**src/rtl/tidv_pkg.sv**
```systemverilog
`timescale 1ns / 1ps

package tidv_pkg;

   localparam int QueueDepth = 4;
   localparam int QueuePtrWidth = $clog2(QueueDepth);
   localparam int QueueCountWidth = $clog2(QueueDepth + 1);

   localparam logic [7:0] CharZero = 8'h30;
   localparam logic [7:0] CharNine = 8'h39;

   localparam logic KIND_CPF = 1'b0;
   localparam logic KIND_CNPJ = 1'b1;

   localparam logic [3:0] CpfLength = 4'd11;
   localparam logic [3:0] CnpjLength = 4'd14;
   localparam logic [3:0] CountMax = 4'd15;

   typedef enum logic [1:0] {
      STATUS_OK        = 2'd0,
      STATUS_BAD_COUNT = 2'd1,
      STATUS_ALL_SAME  = 2'd2,
      STATUS_MISMATCH  = 2'd3
   } status_type;

   typedef struct packed {
      logic [3:0] digit;
      logic       is_digit;
      logic       first;
      logic       last;
      logic       kind;
   } entry_type;

   function automatic logic [3:0] weight_one(input logic kind, input logic [3:0] idx);
      logic [3:0] w;
      w = 4'd0;
      if (kind == KIND_CPF) begin
         if (idx < 4'd9) begin
            w = 4'd10 - idx;
         end
      end else begin
         case (idx)
            4'd0: w = 4'd5;
            4'd1: w = 4'd4;
            4'd2: w = 4'd3;
            4'd3: w = 4'd2;
            4'd4: w = 4'd9;
            4'd5: w = 4'd8;
            4'd6: w = 4'd7;
            4'd7: w = 4'd6;
            4'd8: w = 4'd5;
            4'd9: w = 4'd4;
            4'd10: w = 4'd3;
            4'd11: w = 4'd2;
            default: w = 4'd0;
         endcase
      end
      return w;
   endfunction

   function automatic logic [3:0] weight_two(input logic kind, input logic [3:0] idx);
      logic [3:0] w;
      w = 4'd0;
      if (kind == KIND_CPF) begin
         if (idx < 4'd10) begin
            w = 4'd11 - idx;
         end
      end else begin
         case (idx)
            4'd0: w = 4'd6;
            4'd1: w = 4'd5;
            4'd2: w = 4'd4;
            4'd3: w = 4'd3;
            4'd4: w = 4'd2;
            4'd5: w = 4'd9;
            4'd6: w = 4'd8;
            4'd7: w = 4'd7;
            4'd8: w = 4'd6;
            4'd9: w = 4'd5;
            4'd10: w = 4'd4;
            4'd11: w = 4'd3;
            4'd12: w = 4'd2;
            default: w = 4'd0;
         endcase
      end
      return w;
   endfunction

   // s mod 11 via reciprocal 186/2048; estimate is low by at most one
   function automatic logic [3:0] mod_eleven(input logic [9:0] s);
      logic [17:0] prod;
      logic [6:0]  q;
      logic [9:0]  r;
      prod = {8'd0, s} * 18'd186;
      q = prod[17:11];
      r = s - ({3'd0, q} * 10'd11);
      if (r >= 10'd11) begin
         r = r - 10'd11;
      end
      return r[3:0];
   endfunction

   // CPF (10*s mod 11, 10->0) and CNPJ (r<2 ? 0 : 11-r) reduce to the same map
   function automatic logic [3:0] check_digit(input logic [9:0] s);
      logic [3:0] r;
      r = mod_eleven(s);
      return (r < 4'd2) ? 4'd0 : (4'd11 - r);
   endfunction

endpackage

```
**src/rtl/tidv_front.sv**
```systemverilog
`timescale 1ns / 1ps

module tidv_front (
   input  logic                clock,
   input  logic                reset,
   input  logic                req_valid,
   output logic                req_stall,
   input  logic [7:0]          req_char_code,
   input  logic                req_doc_kind,
   input  logic                req_last_char,
   input  logic                queue_full,
   output logic                push,
   output tidv_pkg::entry_type push_entry
);

   logic in_string_ff;
   logic in_string_in;
   logic is_digit;
   logic [7:0] offset;

   assign req_stall = queue_full;
   assign push = req_valid && !queue_full;

   assign is_digit = (req_char_code >= tidv_pkg::CharZero) &&
                     (req_char_code <= tidv_pkg::CharNine);
   assign offset = req_char_code - tidv_pkg::CharZero;

   always_comb begin
      push_entry.digit = offset[3:0];
      push_entry.is_digit = is_digit;
      push_entry.first = !in_string_ff;
      push_entry.last = req_last_char;
      push_entry.kind = req_doc_kind;
   end

   assign in_string_in = push ? !req_last_char : in_string_ff;

   always_ff @(posedge clock) begin
      if (reset) begin
         in_string_ff <= 1'b0;
      end else begin
         in_string_ff <= in_string_in;
      end
   end

endmodule

```
**src/rtl/tidv_queue.sv**
```systemverilog
`timescale 1ns / 1ps

module tidv_queue (
   input  logic                clock,
   input  logic                reset,
   input  logic                push,
   input  tidv_pkg::entry_type push_entry,
   input  logic                pop,
   output logic                full,
   output logic                empty,
   output tidv_pkg::entry_type head
);

   tidv_pkg::entry_type slots_ff [tidv_pkg::QueueDepth];
   logic [tidv_pkg::QueuePtrWidth-1:0]   wr_ptr_ff, wr_ptr_in;
   logic [tidv_pkg::QueuePtrWidth-1:0]   rd_ptr_ff, rd_ptr_in;
   logic [tidv_pkg::QueueCountWidth-1:0] count_ff, count_in;

   assign full = (count_ff == tidv_pkg::QueueCountWidth'(tidv_pkg::QueueDepth));
   assign empty = (count_ff == '0);
   assign head = slots_ff[rd_ptr_ff];

   always_comb begin
      wr_ptr_in = push ? wr_ptr_ff + 1'b1 : wr_ptr_ff;
      rd_ptr_in = pop ? rd_ptr_ff + 1'b1 : rd_ptr_ff;
      count_in = count_ff;
      if (push && !pop) begin
         count_in = count_ff + 1'b1;
      end else if (pop && !push) begin
         count_in = count_ff - 1'b1;
      end
   end

   always_ff @(posedge clock) begin
      if (reset) begin
         wr_ptr_ff <= '0;
         rd_ptr_ff <= '0;
         count_ff <= '0;
      end else begin
         wr_ptr_ff <= wr_ptr_in;
         rd_ptr_ff <= rd_ptr_in;
         count_ff <= count_in;
      end
   end

   always_ff @(posedge clock) begin
      if (push) begin
         slots_ff[wr_ptr_ff] <= push_entry;
      end
   end

   a_no_overflow: assert property (@(posedge clock) disable iff (reset)
      !(push && full && !pop))
      else $error("queue write while full");

   a_no_underflow: assert property (@(posedge clock) disable iff (reset)
      !(pop && empty))
      else $error("queue read while empty");

endmodule

```
**src/rtl/tidv_back.sv**
```systemverilog
`timescale 1ns / 1ps

module tidv_back (
   input  logic                clock,
   input  logic                reset,
   input  logic                empty,
   input  tidv_pkg::entry_type head,
   output logic                pop,
   output logic                rsp_valid,
   input  logic                rsp_stall,
   output logic                rsp_is_valid,
   output logic [1:0]          rsp_status
);

   // running per-string state
   logic       kind_ff, kind_in;
   logic [3:0] count_ff, count_in;
   logic [3:0] first_digit_ff, first_digit_in;
   logic       all_same_ff, all_same_in;
   logic [9:0] sum_one_ff, sum_one_in;
   logic [9:0] sum_two_ff, sum_two_in;
   logic [3:0] check_one_ff, check_one_in;
   logic [3:0] check_two_ff, check_two_in;

   // verdict stage
   logic       v_valid_ff;
   logic       v_kind_ff;
   logic [3:0] v_count_ff;
   logic       v_all_same_ff;
   logic [9:0] v_sum_one_ff;
   logic [9:0] v_sum_two_ff;
   logic [3:0] v_check_one_ff;
   logic [3:0] v_check_two_ff;

   logic       rsp_valid_ff;
   logic       rsp_is_valid_ff;
   tidv_pkg::status_type rsp_status_ff, status;

   logic       o_take, v_free, finish;
   logic [3:0] b_count, b_first_digit, b_check_one, b_check_two;
   logic       b_all_same;
   logic [9:0] b_sum_one, b_sum_two;
   logic [3:0] w_one, w_two;
   logic [3:0] pos_one, pos_two;
   logic [3:0] need;

   assign o_take = !rsp_valid_ff || !rsp_stall;
   assign v_free = !v_valid_ff || o_take;
   assign pop = !empty && (!head.last || v_free);
   assign finish = pop && head.last;

   always_comb begin
      kind_in = head.first ? head.kind : kind_ff;
      b_count = head.first ? 4'd0 : count_ff;
      b_first_digit = head.first ? 4'd0 : first_digit_ff;
      b_all_same = head.first ? 1'b1 : all_same_ff;
      b_sum_one = head.first ? 10'd0 : sum_one_ff;
      b_sum_two = head.first ? 10'd0 : sum_two_ff;
      b_check_one = head.first ? 4'd0 : check_one_ff;
      b_check_two = head.first ? 4'd0 : check_two_ff;

      w_one = tidv_pkg::weight_one(kind_in, b_count);
      w_two = tidv_pkg::weight_two(kind_in, b_count);
      pos_one = (kind_in == tidv_pkg::KIND_CNPJ) ? 4'd12 : 4'd9;
      pos_two = (kind_in == tidv_pkg::KIND_CNPJ) ? 4'd13 : 4'd10;

      count_in = b_count;
      first_digit_in = b_first_digit;
      all_same_in = b_all_same;
      sum_one_in = b_sum_one;
      sum_two_in = b_sum_two;
      check_one_in = b_check_one;
      check_two_in = b_check_two;
      if (head.is_digit) begin
         if (b_count == 4'd0) begin
            first_digit_in = head.digit;
         end else if (head.digit != b_first_digit) begin
            all_same_in = 1'b0;
         end
         sum_one_in = b_sum_one + ({6'd0, head.digit} * {6'd0, w_one});
         sum_two_in = b_sum_two + ({6'd0, head.digit} * {6'd0, w_two});
         if (b_count == pos_one) begin
            check_one_in = head.digit;
         end
         if (b_count == pos_two) begin
            check_two_in = head.digit;
         end
         if (b_count != tidv_pkg::CountMax) begin
            count_in = b_count + 4'd1;
         end
      end
   end

   always_ff @(posedge clock) begin
      if (reset) begin
         kind_ff <= tidv_pkg::KIND_CPF;
         count_ff <= 4'd0;
         first_digit_ff <= 4'd0;
         all_same_ff <= 1'b1;
         sum_one_ff <= 10'd0;
         sum_two_ff <= 10'd0;
         check_one_ff <= 4'd0;
         check_two_ff <= 4'd0;
      end else if (pop) begin
         kind_ff <= kind_in;
         count_ff <= count_in;
         first_digit_ff <= first_digit_in;
         all_same_ff <= all_same_in;
         sum_one_ff <= sum_one_in;
         sum_two_ff <= sum_two_in;
         check_one_ff <= check_one_in;
         check_two_ff <= check_two_in;
      end
   end

   always_ff @(posedge clock) begin
      if (reset) begin
         v_valid_ff <= 1'b0;
      end else if (v_free) begin
         v_valid_ff <= finish;
      end
   end

   always_ff @(posedge clock) begin
      if (finish) begin
         v_kind_ff <= kind_in;
         v_count_ff <= count_in;
         v_all_same_ff <= all_same_in;
         v_sum_one_ff <= sum_one_in;
         v_sum_two_ff <= sum_two_in;
         v_check_one_ff <= check_one_in;
         v_check_two_ff <= check_two_in;
      end
   end

   always_comb begin
      need = (v_kind_ff == tidv_pkg::KIND_CNPJ) ? tidv_pkg::CnpjLength : tidv_pkg::CpfLength;
      if (v_count_ff != need) begin
         status = tidv_pkg::STATUS_BAD_COUNT;
      end else if (v_all_same_ff) begin
         status = tidv_pkg::STATUS_ALL_SAME;
      end else if ((tidv_pkg::check_digit(v_sum_one_ff) != v_check_one_ff) ||
                   (tidv_pkg::check_digit(v_sum_two_ff) != v_check_two_ff)) begin
         status = tidv_pkg::STATUS_MISMATCH;
      end else begin
         status = tidv_pkg::STATUS_OK;
      end
   end

   always_ff @(posedge clock) begin
      if (reset) begin
         rsp_valid_ff <= 1'b0;
      end else if (o_take) begin
         rsp_valid_ff <= v_valid_ff;
      end
   end

   always_ff @(posedge clock) begin
      if (o_take && v_valid_ff) begin
         rsp_status_ff <= status;
         rsp_is_valid_ff <= (status == tidv_pkg::STATUS_OK);
      end
   end

   assign rsp_valid = rsp_valid_ff;
   assign rsp_is_valid = rsp_is_valid_ff;
   assign rsp_status = rsp_status_ff;

   a_verdict_held: assert property (@(posedge clock) disable iff (reset)
      (v_valid_ff && !v_free) |=> v_valid_ff)
      else $error("pending verdict dropped while output stalled");

   a_last_waits: assert property (@(posedge clock) disable iff (reset)
      (finish) |-> v_free)
      else $error("string closed with verdict stage busy");

endmodule

```
**src/rtl/tax_id_mod11_check_validator_core.sv**
```systemverilog
`timescale 1ns / 1ps
// channel | direction | ports                                          | transfer
// req     | in        | req_char_code[7:0] req_doc_kind req_last_char  | req_valid & !req_stall
// rsp     | out       | rsp_is_valid rsp_status[1:0]                   | rsp_valid & !rsp_stall
//
// One character per cycle sustained unless rsp_stall backs up; the per-character accumulate
// is a single back stage. rsp_valid rises after the last character passes the queue slot,
// then accumulate into the verdict register, then status into the output register.
// Reset: synchronous, active high; clears queue, string tracking and valid flags.
// req_stall rises only when the 4-entry queue is full; rsp_stall backs up through the
// verdict and output registers, then the queue.

module tax_id_mod11_check_validator_core (
   input  logic       clock,
   input  logic       reset,
   input  logic       req_valid,
   output logic       req_stall,
   input  logic [7:0] req_char_code,
   input  logic       req_doc_kind,
   input  logic       req_last_char,
   output logic       rsp_valid,
   input  logic       rsp_stall,
   output logic       rsp_is_valid,
   output logic [1:0] rsp_status
);

   logic                push, pop, full, empty;
   tidv_pkg::entry_type push_entry, head;

   tidv_front u_front (
      .clock         (clock),
      .reset         (reset),
      .req_valid     (req_valid),
      .req_stall     (req_stall),
      .req_char_code (req_char_code),
      .req_doc_kind  (req_doc_kind),
      .req_last_char (req_last_char),
      .queue_full    (full),
      .push          (push),
      .push_entry    (push_entry)
   );

   tidv_queue u_queue (
      .clock      (clock),
      .reset      (reset),
      .push       (push),
      .push_entry (push_entry),
      .pop        (pop),
      .full       (full),
      .empty      (empty),
      .head       (head)
   );

   tidv_back u_back (
      .clock        (clock),
      .reset        (reset),
      .empty        (empty),
      .head         (head),
      .pop          (pop),
      .rsp_valid    (rsp_valid),
      .rsp_stall    (rsp_stall),
      .rsp_is_valid (rsp_is_valid),
      .rsp_status   (rsp_status)
   );

endmodule
```
**config.mk**
```make
export PLATFORM = sky130hd
export DESIGN_NAME = tax_id_mod11_check_validator_core
export DESIGN_NICKNAME = d
export VERILOG_FILES = /design/src/rtl/tidv_pkg.sv /design/src/rtl/tidv_front.sv /design/src/rtl/tidv_queue.sv /design/src/rtl/tidv_back.sv /design/src/rtl/tax_id_mod11_check_validator_core.sv
export SDC_FILE = /design/constraint.sdc
export NUM_CORES = 1
export LEC_CHECK = 0
export BUFFER_PORTS_ARGS = -buffer_cell sky130_fd_sc_hd__buf_2
export CORE_MARGIN = 2
export CORE_UTILIZATION = 40
export CTS_CLUSTER_DIAMETER = 60
export DETAILED_ROUTE_END_ITERATION = 12
export PLACE_DENSITY = 0.53
export REMOVE_ABC_BUFFERS = 1
export SLEW_MARGIN = 15
export SYNTH_ARGS = -nofsm -noshare
export SYNTH_HDL_FRONTEND = slang
export SYNTH_HIERARCHICAL = 1
export SYNTH_SLANG_ARGS = --single-unit
```
**constraint.sdc**
```tcl
create_clock -name clock -period 26.3 [get_ports clock]
set_input_delay 3.945 -clock clock [delete_from_list [all_inputs] [get_ports clock]]
set_output_delay 3.945 -clock clock [all_outputs]
set_load 0.02 [all_outputs]
```
# Word level (Yosys, flattened, before mapping)
# Memory sizes are Yosys's and may differ from the RTL's. A register that Yosys moved wholly into a read port is not among the register bits.
# Index checks and enable logic that the tools add are counted.
# word_totals
register_bits,85
rom_bits,128
out_inout_bits,5
n_memories,3
input_bits,14
ramBits,32
# op_classes
eq_ne,8
order_cmp,8
multipliers,6
mux,45
addsub,16
n_reduce_logical,25
# memory_table
name,words,word_bits,rd,rd_ports_with_merged_regs,wr,line,rtl
(name not given),16,4,1,0,0,tidv_pkg.sv:42,case (idx)
(name not given),16,4,1,0,0,tidv_pkg.sv:69,case (idx)
u_queue.slots_ff,4,8,1,1,1,tidv_queue.sv:14,tidv_pkg::entry_type slots_ff [tidv_pkg::QueueDepth];
# ops
cell,n
4-bit 2-to-1 mux,24
10-bit 2-to-1 mux,4
10-bit by 7-bit multiplier with 17-bit output (second input constant),2
10-bit by 8-bit adder with 10-bit output,2
10-bit by 4-bit greater-or-equal comparator with 1-bit output (second input constant),2
7-bit by 4-bit multiplier with 10-bit output (second input constant),2
10-bit subtractor,2
4-bit by 4-bit multiplier with 8-bit output,2
4-bit inequality test,4
4-bit subtractor (first input constant),4
3-bit 2-to-1 mux,5
1-bit logical NOT,10
2-bit 2-to-1 mux,5
4-bit equality test,2
8-bit by 6-bit greater-or-equal comparator with 1-bit output (second input constant),1
8-bit by 6-bit <= comparator with 1-bit output (second input constant),1
4-bit by 2-bit < comparator with 1-bit output (second input constant),2
4-bit < comparator (second input constant),2
4-bit subtractor (second input constant),2
1-bit logical AND,7
1-bit 2-to-1 mux,7
2-bit by 1-bit adder with 2-bit output (second input constant),2
4-bit by 1-bit adder with 4-bit output (second input constant),1
4-bit logical NOT,1
other kinds (9),12

# Logic depth before layout (Yosys ltp)
# Gate-level depths: netlist (run 1).
# depth
ltp_word,15
mapped_depth,42
ltp_nobuf,42

# Hierarchy
# The synthesis (run 1) kept the hierarchy.
# modules_own_cells
module,seq_area_each_um2,cells_per_inst,n_inst,area_each_um2
tidv_back,1911.8,1169,1,10269.8
tidv_queue,1141.1,86,1,1586.5
tidv_front,20.0,16,1,127.6

# Worst setup path after synthesis (run 1)
# Ideal clock, no wire load.
# synth_path
path_type,register to register
from,register u_back.v_sum_two_ff[3]
to,register u_back.rsp_status_ff[1] (netlist: u_back/rsp_status[1]) (data pin)
n_path_buf,1
arrival_ns,8.975
slack_ns,17.063
stages_incl_launch_ff,39
setup_time_ns,0.262
synth_period_minus_slack_ns,9.237
path_cell_list,edfxtp_1 ha_1 inv_1 fa_1 inv_1 fa_1 inv_1 fa_1 inv_1 ha_1 a211oi_1 nor2_1 o31ai_1 inv_1 a21oi_1 nor2b_1 o21a_1 nor2_1 [... 3 more ...] inv_1 ha_1 buf_6 and2_1 a221o_1 o2111a_1 or3_1 a41oi_1 o221a_2 nand3_1 ha_1 xor2_1 o21ai_0 mux2i_1 o21ai_0 a2111oi_1 and4_1 a21boi_0
# synth_between
elab_chain_cells,14
# synth_rtl
item,line,rtl
"start, declared",tidv_back.sv:31,logic [9:0] v_sum_two_ff;
"start signal, assigned",tidv_back.sv:130,v_sum_two_ff <= sum_two_in;
10-bit by 7-bit multiplier with 17-bit output,tidv_pkg.sv:94,"prod = {8'd0, s} * 18'd186;"
7-bit by 4-bit multiplier with 10-bit output,tidv_pkg.sv:96,"r = s - ({3'd0, q} * 10'd11);"
10-bit subtractor (*),tidv_pkg.sv:96,
10-bit by 4-bit greater-or-equal comparator with 1-bit output or 4-bit subtractor (tied branches),"tidv_pkg.sv:97, tidv_pkg.sv:98",
4-bit 2-to-1 mux (*),tidv_pkg.sv:97,if (r >= 10'd11) begin
4-bit 2-to-1 mux (*),tidv_back.sv:140,end else if (v_all_same_ff) begin
4-bit 2-to-1 mux (*),tidv_back.sv:138,if (v_count_ff != need) begin
4-bit subtractor or 4-bit by 2-bit < comparator with 1-bit output (tied branches),tidv_pkg.sv:107,return (r < 4'd2) ? 4'd0 : (4'd11 - r);
4-bit 2-to-1 mux (*),tidv_pkg.sv:107,
4-bit inequality test (*),tidv_back.sv:143,(tidv_pkg::check_digit(v_sum_two_ff) != v_check_two_ff)) begin
1-bit logical OR (*),tidv_back.sv:142,end else if ((tidv_pkg::check_digit(v_sum_one_ff) != v_check_one_ff) ||
2-bit 2-to-1 mux (*),tidv_back.sv:142,
2-bit 2-to-1 mux (*),tidv_back.sv:140,
2-bit 2-to-1 mux (*),tidv_back.sv:138,
via u_back.status[1],tidv_back.sv:37,"tidv_pkg::status_type rsp_status_ff, status;"
"end signal, assigned",tidv_back.sv:160,rsp_status_ff <= status;
"end, declared",tidv_back.sv:37,
# Mark *: on every way through the listed nets, which the timed path passes. The rest lies on a longest branch. The select of a mux whose other input is x is not followed.
# A chain may end at the register's enable or synchronous reset.

# Final worst setup path (run 1)
# layout_path
from,register u_back.v_sum_two_ff[3]
to,register u_back.rsp_status_ff[0] (netlist: u_back/rsp_status[0]) (data pin)
# The elaborated chain is that of the path after synthesis.

==> impl_metrics.yaml, run 1 <==
grt:
  overflow: 0
  grt_max_degree: 51
  first_global_vias: 8383
  grt_antenna_before_repair: 0
  grt_usage_pct: 16.2
  grt_pass1_wl_mm: 40.7
logic_synthesis:
  synth_cells: 1271
  synth.largest_area_cell: "ha_1"
  synth_cell_types: 71
  synth-edff-count: 69
  ys.warnings.count: 6
  yosys_most_used_dff: "edfxtp_1"
  synth_async_sr_flop_share_pct: 0
  synth.top_cell.area_share_pct: 19.1
  synth.yosys.seq_area_share_pct: 25.6
  synth_area_mm2: 0.0120
  synth_area_per_cell_um2: 9.43
  synth.area.top_cells: "ha_1 19%, edfxtp_1 17%, fa_1 13%, dfxtp_1 8.4%, inv_1 6.6%"
  synth_seq_cells: 119
timing:
  rsz0062_at_grt: "no"
  relSlewSlack_pct: 29.5
  whs_ps: 457
  finalClockSkew_ps: 8.76
  fmax_ghz: 0.101
  slew_viol_final: 0
  tns_ps: 0
  min_period_ps: 9890
  hold_viol: 0
  fin_ws_ps: 16410
  finalCritPeriodShare_pct: 37.6
  final-setup-viol-count: 0
  worstMarginPinSlew_ps: 1050
place:
  dp_slack_ps: 16410
  dp_hpwl_mm: 18.3
  gp_congestion: 0.856
  numPortBuffers: 18
  postPlaceCellArea_mm2: 0.0124
clock_tree:
  clockBufferDepth: 2
  postCtsHoldBufs: 0
  cts_buffers: 17
  cts_tree: "built"
  clk_pin_slew_ps: 60
  cts-root-buf: "clkbuf_16"
  cts_sinks: 119
  clock_latency_ps: 420
  postCtsSetupBuffers: 0
  cts_resized: 0
  cts_htree_levels: 4
layout:
  layout_commonest_cell: "inv_1"
  n_antenna_cell: 0
  drive_gt1_share_pct: 7.32
  synthToLayoutAreaGrowth_pct: 8.10
  nNetsFinal: 1547
  fillers: 2897
  final_cell_mix: "210 x inv_1, 183 x ha_1, 98 x nor2_1"
  final_area_mm2: 0.0130
critical_path:
  critPathKind: "register to register"
  cpMostUsedCell: "inv_1"
  worstPathArrival_ps: 10050
  crit_path_start_kind: "register"
  endpoint_kind: "register"
  cp.required_ps: 26460
  slowest_delay_ps: 530
  cp_max_fo: 9
  cp_slowest_cell: "fa_1"
floorplan:
  initial_core_util_pct: 40.5
  die_height_um: 177
  die-area_mm2: 0.0314
  ios: 19
  die_x_um: 177
  rows: 63
  fp.coreArea_mm2: 0.0296
drt:
  drc: 0
  drtAntennaViolNets: 0
  routed_via_density: 5.00
  num_vias: 8367
  dr.pass1.iters: 7
  first_iter_violations: 455
  wl_mm: 23.4
  wl_per_cell_um: 14.0
run_status:
  outcome: "complete, no violations"
hold_path:
  hold_class: "register to register"
flow_run:
  drv_cap: 0
==> flip-flops by register name, summed over array words and instances, names as in the netlist, 2 cells and up, named ones only <==
register / cells
u_back/check_one_ff: 4
u_back/v_check_two_ff: 4
u_back/check_two_ff: 4
u_queue/wr_ptr_ff: 2
u_queue/rd_ptr_ff: 2
u_back/count_ff: 4
u_back/v_sum_one_ff: 10
u_queue/slots_ff: 32
u_queue/count_ff: 3
u_back/sum_two_ff: 10
u_back/sum_one_ff: 10
u_back/first_digit_ff: 4
u_back/v_count_ff: 4
u_back/rsp_status: 2
u_back/v_sum_two_ff: 10
u_back/v_check_one_ff: 4
==> stage by stage <==
step	cells	util (%)
floorplan	1231	-
global placement	1642	41.9
detailed placement	1642	41.9
CTS	1674	43.8
global route	1674	43.8
finish	1674	43.8
==> kinds of logic (layout without fill, tap and decap cells) <==
kind of cell	count (synthesis)	in the layout	synth area share, %
AOI/OAI and AO/OA	180	180	9.52
and+or+nand+nor	353	353	14.8
DFF	119	119	25.6
buffers and inverters	251	264	8.25
muxes	38	38	4.34
xor gates and xnor gates	68	68	5.15
adders and majority gates	262	262	32.3
==> worst max-delay path: cells and delay by family (launching register included) <==
family | cells | cell delay [ps]
buf+inv | 6 | 320
fa+ha+maj | 10 | 4160
xor+xnor | 1 | 170
flops | 1 | 490
simple gates | 7 | 1430
mux | 1 | 180
compound gates | 12 | 2870
==> metal layers <==
layer | routed length [um] | part of all wire (%) | track usage, %
met3 | 653 | 2.8 | 2.28
met5 | 0 | 0 | 0
met1 | 11700 | 50 | 22.3
met2 | 10600 | 45 | 26.4
met4 | 428 | 1.8 | 4.75
==> cell type report <==
class                      count  area, um2  share of cell area (%)
multi-input combinational    901       7920                    61.2
sequential                   119       3070                    23.7
inverter                     211        792                    6.11
tap                          390        488                    3.77
clock buffer                  20        447                    3.45
clock inverter                12        119                   0.918
timing repair buffer          21        113                   0.869
==> final timing paths <==
kind | from | end | slack, ps | cells past startpoint
min | u_back/sum_two_ff[0]$_SDFFE_PP0P_ | u_back/sum_two_ff[0]$_SDFFE_PP0P_ | 460 | 2
max reg2reg | u_back/v_sum_two_ff[3]$_DFFE_PP_ | u_back/rsp_status[0]$_DFFE_PP_ | 16410 | 37
min reg2reg | u_back/sum_two_ff[0]$_SDFFE_PP0P_ | u_back/sum_two_ff[0]$_SDFFE_PP0P_ | 460 | 2
max | u_back/v_sum_two_ff[3]$_DFFE_PP_ | u_back/rsp_status[0]$_DFFE_PP_ | 16410 | 37
==> synthesized netlist by cell type, drive strengths merged, types with 24 or more instances <==
cell and instances:
o21ai 38, ha 183, a21oi 60, nand2 78
fa 79, and2 34, nor2 98, nand2b 24
xnor2 41, nor3 37, dfxtp 50, inv 211
xor2 26, nor2b 32, edfxtp 69, clkbuf 28
Power of run 1 is not shown: default switching activity piles up to over one toggle a cycle in this logic, so the estimate is an artifact.
==> run 2: changes to the inputs <==
==> constraint.sdc (replaced) <==
create_clock -name clock -period 9.4 [get_ports clock]
set_input_delay 1.41 -clock clock [delete_from_list [all_inputs] [get_ports clock]]
set_output_delay 1.41 -clock clock [all_outputs]
set_load 0.02 [all_outputs]
==> run 2 against run 1 <==
Worst setup slack lost 16000 ps. Via count grew 0.55%. Utilization grew 2.0 points. Die area is the same. Clock skew grew 1.0 ps. Wire length grew 0.32%. Cell count grew 2.4%. Final area grew 4.7%. Count of clock-buffer cells in the layout shrank 3. Critical path depth shrank 1. Critical endpoint is now u_back/rsp_status[1]$_DFFE_PP_.
==> impl_metrics.yaml, run 2 (same netlist as run 1, synthesis figures left out) <==
timing:
  finalClockSkew_ps: 9.78
  finalCritPeriodShare_pct: 95.6
  final-setup-viol-count: 0
  slew_viol_final: 0
  worstMarginPinSlew_ps: 985
  min_period_ps: 8990
  relSlewSlack_pct: 33.8
  hold_viol: 0
  fmax_ghz: 0.111
  fin_ws_ps: 414
grt:
  grt_max_degree: 51
  first_global_vias: 8327
  grt_antenna_before_repair: 0
  grt_usage_pct: 15.7
  grt_pass1_wl_mm: 40.2
  overflow: 0
clock_tree:
  cts_tree: "built"
  cts_buffers: 17
  cts_htree_levels: 4
  postCtsHoldBufs: 0
  clockBufferDepth: 2
  clock_latency_ps: 410
  cts-root-buf: "clkbuf_16"
  cts_sinks: 119
  clk_pin_slew_ps: 60
floorplan:
  fp.coreArea_mm2: 0.0296
  die_height_um: 177
  rows: 63
  initial_core_util_pct: 40.5
  die_x_um: 177
  die-area_mm2: 0.0314
  ios: 19
place:
  postPlaceCellArea_mm2: 0.0126
  numPortBuffers: 18
  gp_congestion: 0.821
  dp_slack_ps: -75.1
  dp_hpwl_mm: 18.1
  dp_cells: 1669
drt:
  dr.pass1.iters: 6
  wl_per_cell_um: 13.7
  wl_mm: 23.5
  drtAntennaViolNets: 0
  num_vias: 8413
  drc: 0
  routed_via_density: 4.91
  first_iter_violations: 409
critical_path:
  slowest_delay_ps: 580
  endpoint_kind: "register"
  ff2ff_path_depth: 36
  cpMostUsedCell: "fa_1"
  cp_max_fo: 4
  cp.required_ps: 9550
  crit_path_start_kind: "register"
  cp_slowest_cell: "fa_1"
  worstPathArrival_ps: 9140
  critPathKind: "register to register"
layout:
  fillers: 2874
  layoutNonFillerInstCount: 1715
  layout_commonest_cell: "inv_1"
  n_antenna_cell: 0
  multiInputGateArea_mm2: 0.00821
  largest_reg_flops: 32
  nNetsFinal: 1588
  final_util_pct: 45.9
  synthToLayoutAreaGrowth_pct: 13.1
  final_cell_mix: "210 x inv_1, 175 x ha_1, 93 x nor2_1"
  drive_gt1_share_pct: 13.1
  regArea_mm2: 0.00307
  final_area_mm2: 0.0136
  top_register: "u_queue/slots_ff"
flow_run:
  drv_cap: 0
hold_path:
  hold_class: "register to register"
  hold_path_depth: 2
run_status:
  outcome: "complete, no violations"
## run 2: cell count changes in the layout (fill, tap and decap cells not counted), moves of 4 or more
cell,change
buf_4,+40
ha_1,-8
ha_4,+8
a21oi_1,-5
a21oi_2,+5
nor2_1,-5
xnor2_1,-5
nor2_2,+4
xnor2_2,+4
## run 2: timing repair
item	in CTS	in global routing
gates resized for setup	2	48
hold endpoints to repair	0	0
setup buffers	0	14
pin swaps	0	33
endpoints found under the setup margin	3	3
## run 2: stage by stage
| step | hold slack (ps) | TNS [ps] |
|---|---|---|
| final | 454 | 0 |
| after global routing | 488 | -72.6 |
| after global placement | 441 | 0 |
| after floorplan | 426 | 0 |
| after CTS | 456 | 0 |
| after detailed placement | 447 | -155 |
## run 2: per-layer routing
metal / vias up / wire, um / global-route usage (%)
met5: - / 0 / 0
met4: 0 / 107 / 2.38
met3: 9 / 670 / 2.73
met2: 73 / 11100 / 26.6
met1: 3998 / 11600 / 21.5
li1: 4333 / - / -
## run 2: final timing paths
kind,slack [ps],from,to
max,410,u_back/v_sum_two_ff[6]$_DFFE_PP_,u_back/rsp_status[1]$_DFFE_PP_
min,450,u_back/sum_one_ff[0]$_SDFFE_PP0P_,u_back/sum_one_ff[0]$_SDFFE_PP0P_
max reg2reg,410,u_back/v_sum_two_ff[6]$_DFFE_PP_,u_back/rsp_status[1]$_DFFE_PP_
min reg2reg,450,u_back/sum_one_ff[0]$_SDFFE_PP0P_,u_back/sum_one_ff[0]$_SDFFE_PP0P_
## run 2: worst max-delay path: cells and delay by family (launching register included)
family                     cells  cell delay [ps]
and+or+nand+nor                7             1250
muxes                          1              170
DFF                            1              430
adders and majority gates      9             3630
AOI/OAI and AO/OA             12             2300
buffers and inverters          5              590
xor gates and xnor gates       2              360
## run 2: area by class of cell
cell class	count	area share (%)
clock buffers	17	3.14
clock inverters	15	1.06
inverters	211	5.84
multi-input cells	901	60.6
flip-flops and latches	119	22.7
well taps	390	3.60
repair buffers	62	3.13
Power of run 2 is left out for the same reason.
==> run 3: changes to the inputs <==
--- a/config.mk
+++ b/config.mk
@@ -6,11 +6,13 @@
 export NUM_CORES = 1
 export LEC_CHECK = 0
 export BUFFER_PORTS_ARGS = -buffer_cell sky130_fd_sc_hd__buf_2
-export CORE_MARGIN = 2
+export CAP_MARGIN = 40
+export CORE_MARGIN = 4
 export CORE_UTILIZATION = 40
 export CTS_CLUSTER_DIAMETER = 60
 export DETAILED_ROUTE_END_ITERATION = 12
 export PLACE_DENSITY = 0.53
+export RECOVER_POWER = 50
 export REMOVE_ABC_BUFFERS = 1
 export SLEW_MARGIN = 15
 export SYNTH_ARGS = -nofsm -noshare
==> run 3 against run 2 <==
Register-to-register slack better by 30 ps. Final area hardly changed. The flow now finishes with violations (max-capacitance violations, max-slew violations). Critical endpoint is now u_back/rsp_status[0]$_DFFE_PP_. Sequential share of layout area is essentially flat. Maximum frequency up 0.35%.
==> impl_metrics.yaml, run 3 (same netlist as run 1, synthesis figures left out) <==
run_status:
  outcome: "finished with violations"
  violations: "max-capacitance violations, max-slew violations"
floorplan:
  ios: 19
  die_x_um: 181
  die_height_um: 181
  initial_core_util_pct: 40.5
  rows: 63
  die-area_mm2: 0.0328
  fp.coreArea_mm2: 0.0296
grt:
  grt_pass1_wl_mm: 41.0
  overflow: 0
  grt_usage_pct: 14.8
  grt_max_degree: 41
  grt_antenna_before_repair: 0
  first_global_vias: 8519
critical_path:
  worstPathArrival_ps: 9110
  critPathKind: "register to register"
  crit_family: "adder cells"
  crit_path_start_kind: "register"
  endpoint_kind: "register"
  cp.required_ps: 9550
  rrSetupSlack_ps: 450
  critical_path.reg2reg.endpoint: "u_back/rsp_status[0]$_DFFE_PP_"
  ff2ff_path_depth: 36
  cp_slowest_cell: "fa_1"
  crit_end: "u_back/rsp_status[0]$_DFFE_PP_"
  path_depth: 36
  crit_path_start: "u_back/v_sum_one_ff[5]$_DFFE_PP_"
  cp_max_fo: 4
  critPathBufInv: 5
  slowest_delay_ps: 520
  r2r-start: "u_back/v_sum_one_ff[5]$_DFFE_PP_"
clock_tree:
  clockBufferDepth: 2
  postCtsHoldBufs: 0
  clk_pin_slew_ps: 60
  cts_buffers: 17
  cts_htree_levels: 4
  cts-root-buf: "clkbuf_16"
  cts_tree: "built"
  clock_latency_ps: 410
  cts_sinks: 119
layout:
  nNetsFinal: 1587
  n_antenna_cell: 0
  top_register: "u_queue/slots_ff"
  layout_commonest_cell: "inv_1"
  regArea_mm2: 0.00307
  drive_gt1_share_pct: 11.9
  layoutNonFillerInstCount: 1714
  final_cell_mix: "210 x inv_1, 176 x ha_1, 91 x nor2_1"
  synthToLayoutAreaGrowth_pct: 13.2
  largest_reg_flops: 32
  fillers: 2850
  multiInputGateArea_mm2: 0.00824
drt:
  wl_mm: 23.4
  drtAntennaViolNets: 0
  num_vias: 8406
  wl_per_cell_um: 13.7
  dr.pass1.iters: 4
  first_iter_violations: 338
  routed_via_density: 4.90
  drc: 0
timing:
  finalClockSkew_ps: 9.69
  final-setup-viol-count: 0
  min_period_ps: 8950
  tns_ps: 0
  relSlewSlack_pct: -21.0
  slew_viol_final: 101
  hold_viol: 0
  finalCritPeriodShare_pct: 95.3
  whs_ps: 455
  worstMarginPinSlew_ps: 1810
  fmax_ghz: 0.112
place:
  gp_congestion: 0.839
  numPortBuffers: 18
  dp_cells: 1671
  dp_hpwl_mm: 18.1
flow_run:
  drv_cap: 3
hold_path:
  hold_class: "register to register"
[run 3: cell types whose count changed in the layout (fill, tap and decap cells not counted), moves of 4 or more]
| cell | change |
|---|---|
| buf_4 | -5 |
| and2_1 | -5 |
| and2_0 | +6 |
| clkbuf_1 | +18 |
| clkinv_2 | +4 |
| buf_2 | -13 |
[run 3: worst min-delay path by stage]
stage | slack, ps | endpoint | startpoint | cells past startpoint
global route | 490 | u_back/sum_one_ff[1]$_SDFFE_PP0P_ | u_back/sum_one_ff[1]$_SDFFE_PP0P_ | 2
finish | 450 | u_back/sum_two_ff[1]$_SDFFE_PP0P_ | u_back/sum_two_ff[1]$_SDFFE_PP0P_ | 2
global placement | 440 | u_back/sum_one_ff[0]$_SDFFE_PP0P_ | u_back/sum_one_ff[0]$_SDFFE_PP0P_ | 2
detailed placement | 450 | u_back/sum_one_ff[1]$_SDFFE_PP0P_ | u_back/sum_one_ff[1]$_SDFFE_PP0P_ | 2
floorplan | 430 | u_back/sum_one_ff[0]$_SDFFE_PP0P_ | u_back/sum_one_ff[0]$_SDFFE_PP0P_ | 2
CTS | 450 | u_back/sum_two_ff[1]$_SDFFE_PP0P_ | u_back/sum_two_ff[1]$_SDFFE_PP0P_ | 2
[run 3: routing by layer]
metal | part of all wire, % | vias up | track usage [%]
li1 | - | 4327 | -
met1 | 51 | 3992 | 21.1
met2 | 46 | 66 | 24.1
met3 | 1.9 | 21 | 1.71
met4 | 1.1 | 0 | 3.72
met5 | 0 | - | 0
[run 3: tightest hold or removal path: cells and delay by family, from the launching register on]
| family | cells | cell delay, ps |
|---|---|---|
| flops | 1 | 300 |
| simple gates | 1 | 50 |
| compound gates | 1 | 50 |
[run 3: area by class of cell]
type                       count  area share [%]
sequential                   119            22.7
clock buffer                  18            3.16
timing repair buffer          61            2.91
clock inverter                14            1.10
tap                          390            3.60
inverter                     211            5.84
multi-input combinational    901            60.7
[run 3: what timing repair did]
action / 4_1_cts / 5_1_grt
pin swaps: 1 / 23
hold endpoints to repair: 0 / 0
resized for setup: 3 / 52
endpoints found under the setup margin: 3 / 3
buffers inserted: 0 / 11
[run 3: stage by stage]
step | setup WS, ps | instance area, um2 | util [%]
3_5_place_dp | -101 | 12600 | 42.8
3_3_place_gp | 91.2 | 12600 | 42.5
5_1_grt | -19.6 | 13600 | 45.9
4_1_cts | 1.33 | 13200 | 44.8
2_1_floorplan | 174 | 11800 | -
6_report | 446 | 13600 | 45.9
Power of run 3 is left out for the same reason.
